===== config.mk =====
export PLATFORM = sky130hd
export DESIGN_NAME = selective_repeat_sender_window
export DESIGN_NICKNAME = d
export VERILOG_FILES = /design/src/sv/srsw_pkg.sv /design/src/sv/srsw_ctrl.sv /design/src/sv/srsw_datapath.sv /design/src/sv/selective_repeat_sender_window.sv
export SDC_FILE = /design/constraint.sdc
export NUM_CORES = 1
export LEC_CHECK = 0
export ABC_CLOCK_PERIOD_IN_PS = 6100
export BUFFER_PORTS_ARGS = -buffer_cell sky130_fd_sc_hd__buf_4
export CAP_MARGIN = 25
export CORE_ASPECT_RATIO = 2
export CORE_MARGIN = 8
export CORE_UTILIZATION = 28
export DETAILED_ROUTE_END_ITERATION = 12
export PLACE_DENSITY = 0.43
export SYNTH_ARGS = -nofsm -noshare
export SYNTH_HDL_FRONTEND = slang
export SYNTH_SLANG_ARGS = --single-unit

===== constraint.sdc =====
create_clock -name clock -period 6.1 [get_ports clock]
set_input_delay 1.22 -clock clock [delete_from_list [all_inputs] [get_ports clock]]
set_output_delay 1.22 -clock clock [all_outputs]
set_load 0.02 [all_outputs]

===== src/sv/srsw_pkg.sv =====
// ----------------------------------------------------------------------------
// srsw_pkg
// Shared constants and control types for the selective-repeat sender window.
// ----------------------------------------------------------------------------
`default_nettype none

package srsw_pkg;

   // Sequence numbering
   localparam int SEQ_MODULUS = 8;
   localparam int SEQ_W       = 3;

   // Field and register widths
   localparam int LIMIT_W     = 3;
   localparam int TIMER_W     = 10;
   localparam int ACTION_W    = 2;
   localparam int CSR_ADDR_W  = 1;
   localparam int CSR_DATA_W  = 10;
   localparam int REQ_TDATA_W = 8;
   localparam int RSP_TDATA_W = 16;

   // Action codes carried in req_tuser
   localparam logic [ACTION_W-1:0] ACT_SEND = 2'd0;
   localparam logic [ACTION_W-1:0] ACT_ACK  = 2'd1;
   localparam logic [ACTION_W-1:0] ACT_TICK = 2'd2;

   // Register indexes
   localparam logic [CSR_ADDR_W-1:0] CSR_WINDOW_LIMIT  = 1'b0;
   localparam logic [CSR_ADDR_W-1:0] CSR_TIMEOUT_TICKS = 1'b1;

   // Register reset values
   localparam logic [LIMIT_W-1:0] LIMIT_RESET   = 3'd4;
   localparam logic [TIMER_W-1:0] TIMEOUT_RESET = 10'd3;

   // Controller to datapath commands
   typedef struct packed {
      logic take;   // latch the accepted request word
      logic exec;   // run the request against the window
      logic pop;    // retire the acknowledged window head
      logic load;   // move the result into the output register
   } srsw_cmd_type;

   // Datapath to controller status
   typedef struct packed {
      logic ack_hit;   // ack matched an entry, window may slide
      logic can_pop;   // head entry is occupied and acknowledged
      logic out_free;  // output register can take a word this cycle
   } srsw_status_type;

endpackage

`default_nettype wire


===== src/sv/srsw_ctrl.sv =====
// ----------------------------------------------------------------------------
// srsw_ctrl
// Sequencer: accept a request, run it, slide the window, hand off the result.
// ----------------------------------------------------------------------------
`default_nettype none

module srsw_ctrl (
   input  wire                      clock,
   input  wire                      reset,
   input  wire                      req_tvalid,
   output logic                     req_tready,
   input  srsw_pkg::srsw_status_type status,
   output srsw_pkg::srsw_cmd_type    cmd
);

   typedef enum logic [3:0] {
      ST_IDLE   = 4'b0001,
      ST_EXEC   = 4'b0010,
      ST_SLIDE  = 4'b0100,
      ST_FINISH = 4'b1000
   } state_type;

   state_type state_ff;
   state_type state_in;

   // Take a new word when idle, or while handing off the previous result
   assign req_tready = (state_ff == ST_IDLE) ||
                       ((state_ff == ST_FINISH) && status.out_free);

   // Next state and commands
   always_comb begin
      state_in  = state_ff;
      cmd       = '0;
      cmd.take  = req_tvalid && req_tready;
      case (state_ff)
         ST_IDLE: begin
            if (req_tvalid) begin
               state_in = ST_EXEC;
            end
         end
         ST_EXEC: begin
            cmd.exec = 1'b1;
            state_in = status.ack_hit ? ST_SLIDE : ST_FINISH;
         end
         ST_SLIDE: begin
            if (status.can_pop) begin
               cmd.pop = 1'b1;
            end else begin
               state_in = ST_FINISH;
            end
         end
         ST_FINISH: begin
            if (status.out_free) begin
               cmd.load = 1'b1;
               state_in = req_tvalid ? ST_EXEC : ST_IDLE;
            end
         end
         default: begin
            state_in = ST_IDLE;
         end
      endcase
   end

   always_ff @(posedge clock) begin
      if (reset) begin
         state_ff <= ST_IDLE;
      end else begin
         state_ff <= state_in;
      end
   end

`ifndef NO_ASSERTIONS
   // An accepted word is always executed in the following cycle
   assert property (@(posedge clock) disable iff (reset)
      cmd.take |=> (state_ff == ST_EXEC))
      else $error("srsw_ctrl: accepted word not executed next cycle");

   // The window never slides in the same cycle a result is handed off
   assert property (@(posedge clock) disable iff (reset)
      !(cmd.pop && cmd.load))
      else $error("srsw_ctrl: pop and load overlap");
`endif

endmodule

`default_nettype wire


===== src/sv/srsw_datapath.sv =====
// ----------------------------------------------------------------------------
// srsw_datapath
// Window storage, sequence and timer state, registers and output register.
// ----------------------------------------------------------------------------
`default_nettype none

module srsw_datapath #(
   parameter int WINDOW_SLOTS = 4
) (
   input  wire                                    clock,
   input  wire                                    reset,
   input  srsw_pkg::srsw_cmd_type                  cmd,
   output srsw_pkg::srsw_status_type               status,
   input  wire [srsw_pkg::ACTION_W-1:0]            req_action,
   input  wire [srsw_pkg::SEQ_W-1:0]               req_ack_seq,
   input  wire                                    req_ack_last,
   input  wire                                    req_data_last,
   input  wire                                    csr_we,
   input  wire [srsw_pkg::CSR_ADDR_W-1:0]          csr_addr,
   input  wire [srsw_pkg::CSR_DATA_W-1:0]          csr_wdata,
   output logic                                   rsp_tvalid,
   input  wire                                    rsp_tready,
   output logic [srsw_pkg::RSP_TDATA_W-1:0]        rsp_tdata,
   output logic                                   rsp_tlast
);

   localparam int SLOT_W = (WINDOW_SLOTS > 1) ? $clog2(WINDOW_SLOTS) : 1;
   localparam int CNT_W  = $clog2(WINDOW_SLOTS + 1);
   localparam int SUM_W  = CNT_W + 1;
   localparam int CMP_W  = (CNT_W > srsw_pkg::LIMIT_W) ? CNT_W : srsw_pkg::LIMIT_W;

   // Slot index at an offset from a base, wrapping around the window
   function automatic logic [SLOT_W-1:0] wrap_slot(input logic [SLOT_W-1:0] base,
                                                   input logic [CNT_W-1:0]  off);
      logic [SUM_W-1:0] sum;
      sum = SUM_W'(base) + SUM_W'(off);
      if (sum >= SUM_W'(WINDOW_SLOTS)) begin
         sum = sum - SUM_W'(WINDOW_SLOTS);
      end
      return SLOT_W'(sum);
   endfunction

   // Window storage
   logic [srsw_pkg::SEQ_W-1:0] slot_seq_ff   [WINDOW_SLOTS];
   logic [srsw_pkg::SEQ_W-1:0] slot_seq_in   [WINDOW_SLOTS];
   logic                       slot_acked_ff [WINDOW_SLOTS];
   logic                       slot_acked_in [WINDOW_SLOTS];
   logic                       slot_last_ff  [WINDOW_SLOTS];
   logic                       slot_last_in  [WINDOW_SLOTS];

   // Window control state
   logic [SLOT_W-1:0]            head_ff,     head_in;
   logic [CNT_W-1:0]             occ_ff,      occ_in;
   logic [srsw_pkg::SEQ_W-1:0]   next_seq_ff, next_seq_in;
   logic [srsw_pkg::TIMER_W-1:0] elapsed_ff,  elapsed_in;
   logic                         finished_ff, finished_in;

   // Configuration registers
   logic [srsw_pkg::LIMIT_W-1:0] limit_ff,   limit_in;
   logic [srsw_pkg::TIMER_W-1:0] timeout_ff, timeout_in;

   // Latched request word
   logic [srsw_pkg::ACTION_W-1:0] action_ff;
   logic [srsw_pkg::SEQ_W-1:0]    ack_seq_ff;
   logic                          ack_last_ff;
   logic                          data_last_ff;

   // Pending result of the executed word
   logic                       pend_accepted_ff, pend_accepted_in;
   logic                       pend_valid_ff,    pend_valid_in;
   logic [srsw_pkg::SEQ_W-1:0] pend_seq_ff,      pend_seq_in;
   logic                       pend_retx_ff,     pend_retx_in;
   logic                       pend_last_ff,     pend_last_in;
   logic                       pend_err_ff,      pend_err_in;

   // Output register
   logic                       out_valid_ff;
   logic                       out_accepted_ff;
   logic                       out_send_ff;
   logic [srsw_pkg::SEQ_W-1:0] out_seq_ff;
   logic                       out_retx_ff;
   logic                       out_last_ff;
   logic [2:0]                 out_free_ff;
   logic                       out_err_ff;
   logic                       out_done_ff;

   // Effective limit and free slots
   logic [CMP_W-1:0] limit_ext;
   logic [CMP_W-1:0] lim_cmp;
   logic [CNT_W-1:0] lim;
   logic [CNT_W-1:0] free_now;

   // Ack search
   logic              found;
   logic [SLOT_W-1:0] hit_slot;

   assign limit_ext = CMP_W'(limit_ff);
   assign lim_cmp   = (limit_ext < CMP_W'(WINDOW_SLOTS)) ? limit_ext : CMP_W'(WINDOW_SLOTS);
   assign lim       = CNT_W'(lim_cmp);
   assign free_now  = (occ_ff < lim) ? (lim - occ_ff) : '0;

   // Find the oldest occupied entry that carries the acked sequence number
   always_comb begin
      found    = 1'b0;
      hit_slot = '0;
      for (int i = 0; i < WINDOW_SLOTS; i++) begin
         if (!found && (CNT_W'(i) < occ_ff) &&
             (slot_seq_ff[wrap_slot(head_ff, CNT_W'(i))] == ack_seq_ff)) begin
            found    = 1'b1;
            hit_slot = wrap_slot(head_ff, CNT_W'(i));
         end
      end
   end

   // Status to the controller
   assign status.ack_hit  = !finished_ff && (action_ff == srsw_pkg::ACT_ACK) && found;
   assign status.can_pop  = (occ_ff != '0) && slot_acked_ff[head_ff];
   assign status.out_free = !out_valid_ff || rsp_tready;

   // Window update: execute a word, or retire the head
   always_comb begin
      slot_seq_in      = slot_seq_ff;
      slot_acked_in    = slot_acked_ff;
      slot_last_in     = slot_last_ff;
      head_in          = head_ff;
      occ_in           = occ_ff;
      next_seq_in      = next_seq_ff;
      elapsed_in       = elapsed_ff;
      finished_in      = finished_ff;
      pend_accepted_in = pend_accepted_ff;
      pend_valid_in    = pend_valid_ff;
      pend_seq_in      = pend_seq_ff;
      pend_retx_in     = pend_retx_ff;
      pend_last_in     = pend_last_ff;
      pend_err_in      = pend_err_ff;

      if (cmd.exec) begin
         pend_accepted_in = 1'b0;
         pend_valid_in    = 1'b0;
         pend_seq_in      = '0;
         pend_retx_in     = 1'b0;
         pend_last_in     = 1'b0;
         pend_err_in      = 1'b0;
         if (!finished_ff) begin
            case (action_ff)
               srsw_pkg::ACT_SEND: begin
                  // Take the next free slot and number the packet
                  if (occ_ff < lim) begin
                     slot_seq_in[wrap_slot(head_ff, occ_ff)]   = next_seq_ff;
                     slot_acked_in[wrap_slot(head_ff, occ_ff)] = 1'b0;
                     slot_last_in[wrap_slot(head_ff, occ_ff)]  = data_last_ff;
                     if (occ_ff == '0) begin
                        elapsed_in = '0;
                     end
                     occ_in           = occ_ff + 1'b1;
                     pend_accepted_in = 1'b1;
                     pend_valid_in    = 1'b1;
                     pend_seq_in      = next_seq_ff;
                     pend_last_in     = data_last_ff;
                     next_seq_in      = (next_seq_ff == srsw_pkg::SEQ_W'(srsw_pkg::SEQ_MODULUS - 1))
                                        ? '0 : next_seq_ff + 1'b1;
                  end
               end
               srsw_pkg::ACT_ACK: begin
                  // Mark the matching entry; an unmatched ack only flags
                  if (found) begin
                     slot_acked_in[hit_slot] = 1'b1;
                     if (ack_last_ff) begin
                        finished_in = 1'b1;
                     end
                  end else begin
                     pend_err_in = 1'b1;
                  end
               end
               srsw_pkg::ACT_TICK: begin
                  // Advance the timer; resend the head once it has run out
                  if (occ_ff != '0) begin
                     if (elapsed_ff >= timeout_ff) begin
                        pend_valid_in = 1'b1;
                        pend_retx_in  = 1'b1;
                        pend_seq_in   = slot_seq_ff[head_ff];
                        pend_last_in  = slot_last_ff[head_ff];
                        elapsed_in    = '0;
                     end else begin
                        elapsed_in = elapsed_ff + 1'b1;
                     end
                  end
               end
               default: begin
               end
            endcase
         end
      end else if (cmd.pop) begin
         // Retire the acknowledged head and restart the timer
         slot_acked_in[head_ff] = 1'b0;
         head_in                = wrap_slot(head_ff, CNT_W'(1));
         occ_in                 = occ_ff - 1'b1;
         elapsed_in             = '0;
      end
   end

   // Register writes
   always_comb begin
      limit_in   = limit_ff;
      timeout_in = timeout_ff;
      if (csr_we) begin
         case (csr_addr)
            srsw_pkg::CSR_WINDOW_LIMIT:  limit_in   = csr_wdata[srsw_pkg::LIMIT_W-1:0];
            srsw_pkg::CSR_TIMEOUT_TICKS: timeout_in = csr_wdata;
            default: begin
            end
         endcase
      end
   end

   // Control state and registers
   always_ff @(posedge clock) begin
      if (reset) begin
         slot_acked_ff <= '{default: 1'b0};
         slot_last_ff  <= '{default: 1'b0};
         head_ff       <= '0;
         occ_ff        <= '0;
         next_seq_ff   <= '0;
         elapsed_ff    <= '0;
         finished_ff   <= 1'b0;
         limit_ff      <= srsw_pkg::LIMIT_RESET;
         timeout_ff    <= srsw_pkg::TIMEOUT_RESET;
         out_valid_ff  <= 1'b0;
      end else begin
         slot_acked_ff <= slot_acked_in;
         slot_last_ff  <= slot_last_in;
         head_ff       <= head_in;
         occ_ff        <= occ_in;
         next_seq_ff   <= next_seq_in;
         elapsed_ff    <= elapsed_in;
         finished_ff   <= finished_in;
         limit_ff      <= limit_in;
         timeout_ff    <= timeout_in;
         if (cmd.load) begin
            out_valid_ff <= 1'b1;
         end else if (rsp_tready) begin
            out_valid_ff <= 1'b0;
         end
      end
   end

   // Payload: sequence store, request word, pending and output result
   always_ff @(posedge clock) begin
      slot_seq_ff      <= slot_seq_in;
      pend_accepted_ff <= pend_accepted_in;
      pend_valid_ff    <= pend_valid_in;
      pend_seq_ff      <= pend_seq_in;
      pend_retx_ff     <= pend_retx_in;
      pend_last_ff     <= pend_last_in;
      pend_err_ff      <= pend_err_in;
      if (cmd.take) begin
         action_ff    <= req_action;
         ack_seq_ff   <= req_ack_seq;
         ack_last_ff  <= req_ack_last;
         data_last_ff <= req_data_last;
      end
      if (cmd.load) begin
         out_accepted_ff <= pend_accepted_ff;
         out_send_ff     <= pend_valid_ff;
         out_seq_ff      <= pend_seq_ff;
         out_retx_ff     <= pend_retx_ff;
         out_last_ff     <= pend_last_ff;
         out_free_ff     <= 3'(free_now);
         out_err_ff      <= pend_err_ff;
         out_done_ff     <= finished_ff;
      end
   end

   // Result word
   assign rsp_tvalid = out_valid_ff;
   assign rsp_tlast  = out_last_ff;
   assign rsp_tdata  = {4'b0000, out_done_ff, out_err_ff, out_free_ff, out_retx_ff,
                        out_seq_ff[0], out_seq_ff, out_send_ff, out_accepted_ff};

`ifndef NO_ASSERTIONS
   // The window never holds more entries than it has slots
   assert property (@(posedge clock) disable iff (reset)
      occ_ff <= CNT_W'(WINDOW_SLOTS))
      else $error("srsw_datapath: occupancy beyond window size");

   // A result is loaded only when the output register can take it
   assert property (@(posedge clock) disable iff (reset)
      cmd.load |-> (!out_valid_ff || rsp_tready))
      else $error("srsw_datapath: result loaded over an untaken word");

   // Once the transfer is done it stays done
   assert property (@(posedge clock) disable iff (reset)
      finished_ff |=> finished_ff)
      else $error("srsw_datapath: finished flag dropped");
`endif

endmodule

`default_nettype wire


===== src/sv/selective_repeat_sender_window.sv =====
// ----------------------------------------------------------------------------
// selective_repeat_sender_window
// Sender window of a selective-repeat link: slot allocation, acks, timeouts.
// ----------------------------------------------------------------------------
//  channel | direction | ports              | contents
//  --------+-----------+--------------------+--------------------------------
//  req     | in        | tvalid/tready/...  | send, ack or timer tick word
//  rsp     | out       | tvalid/tready/...  | one result word per request
//  csr     | in        | we/addr/wdata      | window limit, timeout ticks
//
//  A send, tick or unmatched ack passes from acceptance through the execute
//  and finish states to the result; a matched ack also passes through the
//  slide state, which retires one acknowledged entry per cycle from the head.
//  The next word is accepted in the cycle the previous result is handed off.
//  A stalled rsp side holds the result and stops new words at that point.
//  Reset is synchronous; there is no clearing pass.
// ----------------------------------------------------------------------------
`default_nettype none

module selective_repeat_sender_window #(
   parameter int WINDOW_SLOTS = 4
) (
   input  wire                                  clock,
   input  wire                                  reset,
   // req_tdata: ack_seq[2:0], ack_last[3], zero[7:4]
   input  wire                                  req_tvalid,
   output logic                                 req_tready,
   input  wire [srsw_pkg::REQ_TDATA_W-1:0]       req_tdata,
   // req_tuser: action[1:0]
   input  wire [srsw_pkg::ACTION_W-1:0]          req_tuser,
   input  wire                                  req_tlast,
   // rsp_tdata: accepted[0], send_valid[1], send_seq[4:2], relay_select[5],
   //            retransmit[6], free_slots[9:7], ack_error[10], done_res[11],
   //            zero[15:12]
   output logic                                 rsp_tvalid,
   input  wire                                  rsp_tready,
   output logic [srsw_pkg::RSP_TDATA_W-1:0]      rsp_tdata,
   output logic                                 rsp_tlast,
   input  wire                                  csr_we,
   input  wire [srsw_pkg::CSR_ADDR_W-1:0]        csr_addr,
   input  wire [srsw_pkg::CSR_DATA_W-1:0]        csr_wdata
);

   srsw_pkg::srsw_cmd_type    cmd;
   srsw_pkg::srsw_status_type status;

   // Sequencer
   srsw_ctrl u_ctrl (
      .clock      (clock),
      .reset      (reset),
      .req_tvalid (req_tvalid),
      .req_tready (req_tready),
      .status     (status),
      .cmd        (cmd)
   );

   // Window state and result register
   srsw_datapath #(
      .WINDOW_SLOTS (WINDOW_SLOTS)
   ) u_datapath (
      .clock         (clock),
      .reset         (reset),
      .cmd           (cmd),
      .status        (status),
      .req_action    (req_tuser),
      .req_ack_seq   (req_tdata[2:0]),
      .req_ack_last  (req_tdata[3]),
      .req_data_last (req_tlast),
      .csr_we        (csr_we),
      .csr_addr      (csr_addr),
      .csr_wdata     (csr_wdata),
      .rsp_tvalid    (rsp_tvalid),
      .rsp_tready    (rsp_tready),
      .rsp_tdata     (rsp_tdata),
      .rsp_tlast     (rsp_tlast)
   );

endmodule

`default_nettype wire

==> flow_metrics.py <==
metrics = {
    "clock_network": {
        "clk_pin_slew_ns": 0.06,
        "htreeDepth": 3,
        "clock_latency_ns": 0.34,
        "holdBufCountCts": 0,
        "cts_buffer_depth": 2,
        "cts_tree": "yes",
        "postCtsSetupBuffers": 0,
        "numCtsBuffers": 9,
        "root_buffer": "clkbuf_16",
        "ctsResizeCount": 0,
        "numClockSinks": 84,
    },
    "power_and_ir_drop": {
        "ir_worst_vdd_uv": 128.6,
        "power_leakage_nw": 1.988,
        "total_power_w": 0.001198,
        "power_density_nw_per_um2": 229.3,
    },
    "placed_design": {
        "dp_hpwl_um": 7302,
        "portBuffers": 37,
        "post-place-ws_ns": 2.643,
        "place_congestion": 0.7398,
    },
    "route": {
        "maxUsedRoutingLayer": "met4",
        "wl_per_cell_um": 14.93,
        "via_count": 3083,
        "wl_met2_um": 4446,
        "ant_nets": 0,
        "post-route-drc-count": 0,
        "routed_wl_um": 9719,
        "wl_met1_um": 4762,
        "wl_met3_um": 362,
        "via_per_inst": 4.736,
        "drt_first_pass_iters": 4,
        "first_iter_violations": 125,
    },
    "sta": {
        "finalSetupTns_ns": 0,
        "holdWs_ns": 0.4190,
        "finalSetupViolCount": 0,
        "finalClockSkew_ns": 0.005198,
        "rsz0062_at_grt": "no",
        "slew_headroom_pct": 38.19,
        "period_minus_slack_ns": 3.386,
        "finalHoldViolations": 0,
        "max_freq_mhz": 295.3,
        "layout_setup_ws_ns": 2.714,
        "worst_slew_pin_slew_ns": 0.9238,
        "fin_crit_sh_pct": 55.51,
        "maxSlewViolCount": 0,
    },
    "worst_setup_path": {
        "worst-path-buf-inv": 1,
        "rr_worst_depth": 9,
        "startpoint_type": "register",
        "timing.rr.end": "u_datapath.slot_acked_ff[2]$_SDFFE_PP0P_",
        "slowest_stage": "dfxtp_1",
        "critPathCaptureType": "register",
        "reg2reg_slack_ns": 2.71,
        "required_ns": 6.33,
        "crit_arrival_ns": 3.62,
        "path_class": "reg -> reg",
        "critPathMaxStageDelay_ns": 0.72,
        "cp_max_fo": 14,
        "timing.rr.start": "u_datapath.head_ff[1]$_SDFFE_PP0P_",
        "crit_chain": "inv_1 > ha_1 > mux4_2 > xnor2_1 > nand4_1 > a21bo_2 > a22oi_4 > nor3_1 > a32o_1",
        "timing.critical_path.max_delay_family": "flip-flops",
    },
    "grt": {
        "overflow": 0,
        "grt.total_usage_pct": 9.717,
        "grt_pass1_vias": 3165,
        "antenna_found_initial": 0,
        "grt_start_max_net_pins": 32,
        "grt_pass1_wl_um": 16060,
    },
    "layout": {
        "n_antenna_cell": 0,
        "seqCellArea_um2": 2072,
        "area_growth_syn_to_layout_pct": 15.24,
        "multi_input_area_um2": 2228,
        "drive_gt1_share_pct": 17.90,
        "fill_cells": 1693,
        "fin_nets": 495,
    },
    "synth": {
        "ys_seq_area_share_pct": 45.71,
        "async_flop_share_pct": 0,
        "yosysTopAreaCellShare_pct": 25.83,
        "yosys_warnings": 0,
        "synth.distinct_cells": 58,
        "syn_inst": 414,
        "synthTopCellsByCount": "dfxtp_1 (45), edfxtp_1 (39), a21oi_1 (36), nand2_1 (36), nor2_1 (26)",
        "ys.flop_type": "dfxtp_1",
        "synth_area_um2": 4533,
        "synth_most_common_cell": "dfxtp_1",
        "synth_edf_count": 39,
        "synthTopCellsByArea": "edfxtp_1 (26%), dfxtp_1 (20%), ha_1 (6.9%), a21oi_1 (4.0%), mux4_2 (4.0%)",
        "avgSynthCellArea_um2": 10.95,
        "yosysTopAreaCell": "edfxtp_1",
        "ys_ff_latch": 84,
    },
    "floorplan": {
        "dieArea_um2": 20760,
        "core_area_um2": 16020,
        "die-height_um": 195.9,
        "std_cell_rows": 66,
        "io_pins": 46,
        "die_width_um": 106.0,
        "initial_core_util_pct": 28.30,
    },
    "hold_path": {
        "hp-class": "reg -> reg",
        "hold_path_end": "u_datapath.out_err_ff$_DFFE_PP_",
        "hold_depth": 0,
        "worst_hold_startpoint": "u_datapath.pend_err_ff$_SDFFCE_PP0P_",
    },
    "outcome": {
        "status": "completed",
    },
    "job": {
        "max_cap_viol_count": 0,
    },
}
==> worst max-delay path by stage <==
| stage | slack [ns] | start | end | cells past startpoint |
|---|---|---|---|---|
| final | 2.71 | u_datapath.head_ff[1]$_SDFFE_PP0P_ | u_datapath.slot_acked_ff[2]$_SDFFE_PP0P_ | 9 |
| after global routing | 2.49 | u_datapath.head_ff[1]$_SDFFE_PP0P_ | u_datapath.slot_acked_ff[2]$_SDFFE_PP0P_ | 9 |
| after CTS | 2.64 | u_datapath.head_ff[1]$_SDFFE_PP0P_ | u_datapath.slot_acked_ff[2]$_SDFFE_PP0P_ | 9 |
| after detailed placement | 2.64 | u_datapath.head_ff[1]$_SDFFE_PP0P_ | u_datapath.slot_acked_ff[2]$_SDFFE_PP0P_ | 9 |
| after global placement | 2.66 | u_datapath.head_ff[1]$_SDFFE_PP0P_ | u_datapath.slot_acked_ff[0]$_SDFFE_PP0P_ | 8 |
| after floorplan | 2.98 | rsp_tready | req_tready | 3 |
==> cell families after synthesis <==
kind of cell,Yosys count,synth area share (%)
AOI/OAI and AO/OA,86,13.14
xor gates and xnor gates,29,5.603
other,1,0.08272
buffers and inverters,47,5.382
DFF,84,45.71
and+or+nand+nor,117,13.11
adders and majority gates,26,7.342
muxes,24,9.633
==> layout make-up <==
class                           instances  share of cell area, %
Clock inverter                          7                  1.102
Sequential cell                        84                  39.66
Multi-Input combinational cell        286                  42.66
Inverter                               20                  1.437
Clock buffer                            9                  4.311
Tap cell                              204                  4.886
Timing Repair Buffer                   41                  5.940
==> state kept, by name (all words and copies together) (netlist names), 3 cells and up <==
name and count:
u_datapath.next_seq_ff 3, u_datapath.slot_acked_ff 4, u_datapath.occ_ff 3, u_datapath.out_seq_ff 3, u_datapath.elapsed_ff 10, u_datapath.pend_seq_ff 3, u_ctrl.state_ff 4, u_datapath.ack_seq_ff 3
u_datapath.out_free_ff 3, u_datapath.timeout_ff 10, u_datapath.limit_ext 3, u_datapath.slot_seq_ff 12, u_datapath.slot_last_ff 4
==> power breakdown <==
part / switching, W / total, W / leakage [nW] / internal, W
logic: 0.0000385 / 0.0000680 / 1.13 / 0.0000296
clock network: 0.000240 / 0.000522 / 0.135 / 0.000282
registers: 0.00000986 / 0.000607 / 0.724 / 0.000597
==> layout by cell type (no fill, tap or decap), drive strengths merged, types with 2 or more instances in the layout <==
master    count
dfxtp        45
buf          41
edfxtp       39
nand2        38
a21oi        36
nor2         26
ha           25
inv          24
xnor2        20
mux4         14
o21ai        13
mux2i        10
and2          9
xor2          9
clkbuf        9
nor3          9
nor2b         8
nand2b        7
o2111ai       7
a32o          6
o211ai        6
nand4         6
and3          4
conb          4
a21o          3
nor4          2
nand3         2
o21a          2
a31o          2
clkinvlp      2
nor3b         2
o31ai         2
a22oi         2
==> stage by stage <==
stage	cell area [um^2]	instances	util, %
floorplan	4544	417	-
global placement	4916	632	30.69
detailed placement	4921	633	30.72
CTS	5204	649	32.48
global route	5224	651	32.61
finish	5224	651	32.61
==> per-layer routing <==
layer  up-vias  track usage [%]
li1       1554                -
met2        59            14.91
met4         0            4.199
met3        11            2.136
met5         -                0
met1      1459            12.76
No activity file was read; power rests on OpenSTA's default activity.
